[src/rtl/core/erq_pkg.sv]
// Shared constants, codes and controller/datapath interface types for the retirement queue.
package erq_pkg;

	// Default sizing
	localparam int QUEUE_DEPTH_DEF = 64;
	localparam int HANDLE_BITS_DEF = 32;
	localparam int EPOCH_BITS_DEF  = 32;

	// Fixed field widths
	localparam int OPCODE_W    = 3;
	localparam int ACTION_W    = 8;
	localparam int COOKIE_W    = 16;
	localparam int STATUS_W    = 2;
	localparam int CAP_W       = 7;
	localparam int DEPTH_OUT_W = 7;
	localparam int REFUSE_W    = 32;
	localparam int APB_DATA_W  = 32;
	localparam int APB_ADDR_W  = 3;

	// Capacity register reset value
	localparam logic [CAP_W-1:0] CAP_RESET = 7'd64;

	// Register word index
	localparam logic REG_QUEUE_CAPACITY = 1'b0;

	// Opcodes
	localparam logic [OPCODE_W-1:0] OP_RETIRE      = 3'd0;
	localparam logic [OPCODE_W-1:0] OP_ADVANCE     = 3'd1;
	localparam logic [OPCODE_W-1:0] OP_COMPLETE    = 3'd2;
	localparam logic [OPCODE_W-1:0] OP_RECLAIM     = 3'd3;
	localparam logic [OPCODE_W-1:0] OP_RECLAIM_ALL = 3'd4;

	// Result status codes
	localparam logic [STATUS_W-1:0] STS_OK    = 2'd0;
	localparam logic [STATUS_W-1:0] STS_INVAL = 2'd1;
	localparam logic [STATUS_W-1:0] STS_FULL  = 2'd2;

	// Commands from controller to datapath
	typedef struct packed {
		logic accept;   // latch the incoming request
		logic exec;     // run a single-result operation
		logic pop;      // take the head entry into the pending slot
		logic finish;   // close a drain with its final result
	} erq_cmd_t;

	// Status from datapath to controller
	typedef struct packed {
		logic is_drain;    // latched opcode is a reclaim
		logic elig;        // head entry may be drained now
		logic pend_valid;  // a drained entry waits in the pending slot
		logic out_free;    // output register can take a result this cycle
	} erq_sts_t;

endpackage

[src/rtl/core/erq_ctrl.sv]
// Controller state machine that sequences request execution and queue drains.
module erq_ctrl (
	input  logic             clk,
	input  logic             arst_n,
	input  logic             in_valid,
	output logic             in_ready,
	input  erq_pkg::erq_sts_t sts,
	output erq_pkg::erq_cmd_t cmd
);
	import erq_pkg::*;

	localparam logic [1:0] ST_IDLE  = 2'd0;
	localparam logic [1:0] ST_EXEC  = 2'd1;
	localparam logic [1:0] ST_CHECK = 2'd2;

	logic [1:0] state_q;
	logic [1:0] state_d;

	// Next state and command decode
	always_comb begin
		cmd      = '0;
		state_d  = state_q;
		in_ready = (state_q == ST_IDLE);
		case (state_q)
			ST_IDLE: begin
				if (in_valid) begin
					cmd.accept = 1'b1;
					state_d    = ST_EXEC;
				end
			end
			ST_EXEC: begin
				if (sts.is_drain) begin
					state_d = ST_CHECK;
				end else if (sts.out_free) begin
					cmd.exec = 1'b1;
					state_d  = ST_IDLE;
				end
			end
			ST_CHECK: begin
				if (sts.elig) begin
					if (!sts.pend_valid || sts.out_free) begin
						cmd.pop = 1'b1;
					end
				end else if (sts.out_free) begin
					cmd.finish = 1'b1;
					state_d    = ST_IDLE;
				end
			end
			default: begin
				state_d = ST_IDLE;
			end
		endcase
	end

	// State register
	always_ff @(posedge clk or negedge arst_n) begin
		if (!arst_n) begin
			state_q <= ST_IDLE;
		end else begin
			state_q <= state_d;
		end
	end

endmodule

[config.mk]
export PLATFORM = sky130hd
export DESIGN_NAME = erq_ctrl
export DESIGN_NICKNAME = d
export VERILOG_FILES = /design/src/rtl/core/erq_pkg.sv /design/src/rtl/core/erq_ctrl.sv
export SDC_FILE = /design/constraint.sdc
export NUM_CORES = 1
export LEC_CHECK = 0
export BUFFER_PORTS_ARGS = -buffer_cell sky130_fd_sc_hd__buf_2
export CAP_MARGIN = 20
export CORE_AREA = 3 3 40 42
export CTS_BUF_LIST = sky130_fd_sc_hd__clkbuf_8
export DETAILED_ROUTE_END_ITERATION = 7
export DIE_AREA = 0 0 43 45
export GPL_TIMING_DRIVEN = 1
export PLACE_DENSITY = 0.41
export RECOVER_POWER = 100
export SETUP_SLACK_MARGIN = 0.02
export SYNTH_ARGS = -nofsm -noshare
export SYNTH_HDL_FRONTEND = slang
export SYNTH_SLANG_ARGS = --single-unit
[constraint.sdc]
create_clock -name clk -period 1.65 [get_ports clk]
set_input_delay 0.33 -clock clk [delete_from_list [all_inputs] [get_ports clk]]
set_output_delay 0.33 -clock clk [all_outputs]
set_load 0.02 [all_outputs]
==> results <==
- For this design the static power due to leakage is 0.0001095 µW.
- The I/O pin total is 12.
- The number of iterations in the first detailed-routing pass is 1.
- Setup repair after global routing left no endpoint under its margin.
- The sum of routed wire length over all layers is 405 µm.
- In this run the cell area of the synthesized design comes to 141.4 µm².
- The fraction of power consumed by the clock network is 0.434.
- The number of port buffers is 11.
- Internal power comes to 281.8 µW.
- Of the total power, the share spent switching nets is 0.3471.
- The global-route usage over all layers is 0.04825.
- The largest net degree at the start of global routing is 7.
- Leaving out fill and tap cells, the most frequent cells in the layout are clkbuf_1, buf_2, nor2b_1, clkbuf_8.
- The worst slack on hold paths is 422.6 ps.
- Dividing the synthesized area by the synthesized cell count gives 10.10 µm².
- The net switching power of the design is 149.8 µW.
- Across the run, the number of max-cap violations was 0.
- The weighted congestion reported at the end of routability-driven placement is 0.8229.
- The total vias in the final route is 151.
- Setup total negative slack on the finished layout was measured at 0 ps.
- The clock tree from TritonCTS is done.
- In this run the vertical extent of the chip is 45 µm.
- Of the total power, combinational logic draws 0.336.
- Counting flops per register, the top entry is state_q.
- The worst voltage drop across the vdd grid is 0.4251 mV.
- The count of warnings emitted by yosys is 0.
- The number of slew-limit violations in the final report is 0.
- For the final database, setup skew stands at 0.07508 ps.
- Static timing analysis puts the maximum clock frequency at 664.8 MHz.
- The clock tree root driver cell is clkbuf_8.
- In the final layout, the registers with the most flip-flops are state_q (2).
- The number of failing setup endpoints in the final timing report is 0.
- The post-detailed-route wirelength per cell is 9.205 µm.
- Setup slack closes at 145.7 ps.
- After detailed routing, the number of vias per cell comes to 3.432.
- The total DRC errors in the routed layout is 0.
- The number of flip-flops under the largest register name is 2.
- The number of nets in the synthesized netlist is 21.
- The repair_antennas step left the layout with diodes totalling 0.
- The total power divided by cell area is 1658 nW/µm².
- The area growth from synthesis to layout is 84.07%.
- Yosys mapped the design onto 10 distinct sky130hd cell types.
- In this run the number of H-tree levels came out at 1.
- The final hold violation count is 0.
- For the pin with the worst max-slew slack, the measured transition is 261.1 ps.
- The number of nets with antenna violations after detailed routing is 0.
- The number of clock buffers added by TritonCTS is 3.
- The worst setup slack before clock tree synthesis is 380.5 ps.
- The run finished with clean final reports.
- The number of synthesized register bits is 2.
- The clock passes through at most 2 buffers.
- The final clock period utilization by the worst path is 0.9117.
- For the worst setup path, the data required time is 1320 ps.
- The total overflow left after global routing is 0.
- The effective utilization at floorplan is 0.1100.
- The kind of critical path is reg -> out.
- The number of instances resized during post-cts repair is 0.
- The clock sink count is 2.
- The die is 43 µm wide.
- In the final layout, the share of cells above drive strength 1 is 0.4138.
- The post-synthesis cell count is 14.
- The relative slew slack is 0.8267.
- The startpoint type of the worst setup path is a register.
- The data arrival time of the critical path is 1170 ps.
- The total die area is 1935 µm².
- The number of antenna violations at the first check in global routing is 0.
- The worst min-delay path category is in -> reg.
- After clock tree synthesis, the clock-pin slew on the worst setup and hold paths is 30 ps.
- The number of design-rule violations left by the first detailed-router iteration is 0.
- The number of standard-cell rows in the floorplan is 13.
- The net count reported at finish is 38.
- For this run, the register share of the synthesized area comes to 0.3540.
- The share of total power in sequential cells is 0.230.
- STA classifies the critical path endpoint as an output pin.
- The number of global-route vias before repair came to 174.
- Clock latency on the worst-skew pair, taken at its later pin, is 210 ps.
- The first global-routing pass estimated 621 µm of wire.
- The highest net fanout along the worst path is 6.
- The area of the core is 1285 µm².
- Subtracting the final worst setup slack from the clock period gives 1504 ps.
==> what timing repair did <==
action / in CTS / in global routing
setup buffers: 0 / 0
hold endpoints to repair: 2 / 0
hold buffers: 1 / 0
==> worst paths after layout <==
check	startpoint	end	slack (ps)	depth (start not counted)
max	state_q[0]	cmd[0]	150	3
min	sts[3]	state_q[1]	420	3
max reg2reg	state_q[1]	state_q[0]	740	2
min reg2reg	state_q[1]	state_q[1]	580	1
max in group asynchronous	arst_n	state_q[0]	1080	2
min in group asynchronous	arst_n	state_q[1]	440	2
==> power by group through the flow <==
stage	Sequential (µW)	Clock, µW	Combinational, µW
4_1_cts	99.4	194	155
5_1_grt	106	195	156
6_report	99.2	187	145
2_1_floorplan	94.7	0	103
3_5_place_dp	99.9	0	153
3_3_place_gp	97.9	0	149
==> synthesized netlist by cell type <==
library cell  number  area [µm²]
o22ai_1            1       6.260
nor2_1             1       3.750
nand2b_1           1       6.260
dfrtp_1            2       50.05
nor3b_2            2       25.02
or2_1              1       6.260
and4bb_2           1       12.51
nor4b_1            1       8.760
nor2b_1            3       18.77
nand2_1            1       3.750
==> critical path: stages (launching register included) <==
cell,delay [ps]
dfrtp_1,410
nand2b_1,200
nor2b_1,120
clkbuf_1,240
==> routing by layer <==
| layer | GRT usage | vias up | share of wire |
|---|---|---|---|
| li1 | - | 80 | - |
| met3 | 0.03187 | 0 | 0.16 |
| met4 | 0.05422 | 0 | 0 |
| met2 | 0.07186 | 11 | 0.39 |
| met1 | 0.04087 | 60 | 0.45 |
| met5 | 0 | - | 0 |
==> kinds of logic after synthesis <==
logic type,after synthesis,synth area share
flip-flops,2,0.3540
AO/OA/AOI/OAI,1,0.04428
AND/OR/NAND/NOR,11,0.6018
==> layout make-up <==
type,instances,area (µm²)
timing repair buffer,12,58.81
clock buffer,3,41.29
sequential,2,50.05
tap,15,18.77
fill,158,1025
multi-input combinational,12,91.34
==> per-stage QoR <==
step / util / power [µW] / cells / instance area, µm²
final: 0.2025 / 431.5 / 44 / 260.3
after global routing: 0.2025 / 457.3 / 44 / 260.3
after CTS: 0.2074 / 448.4 / 44 / 266.5
after detailed placement: 0.1675 / 252.7 / 40 / 215.2
after global placement: 0.1675 / 246.8 / 40 / 215.2
after floorplan: - / 197.9 / 14 / 141.4
Power figures use the tool's default switching activity.
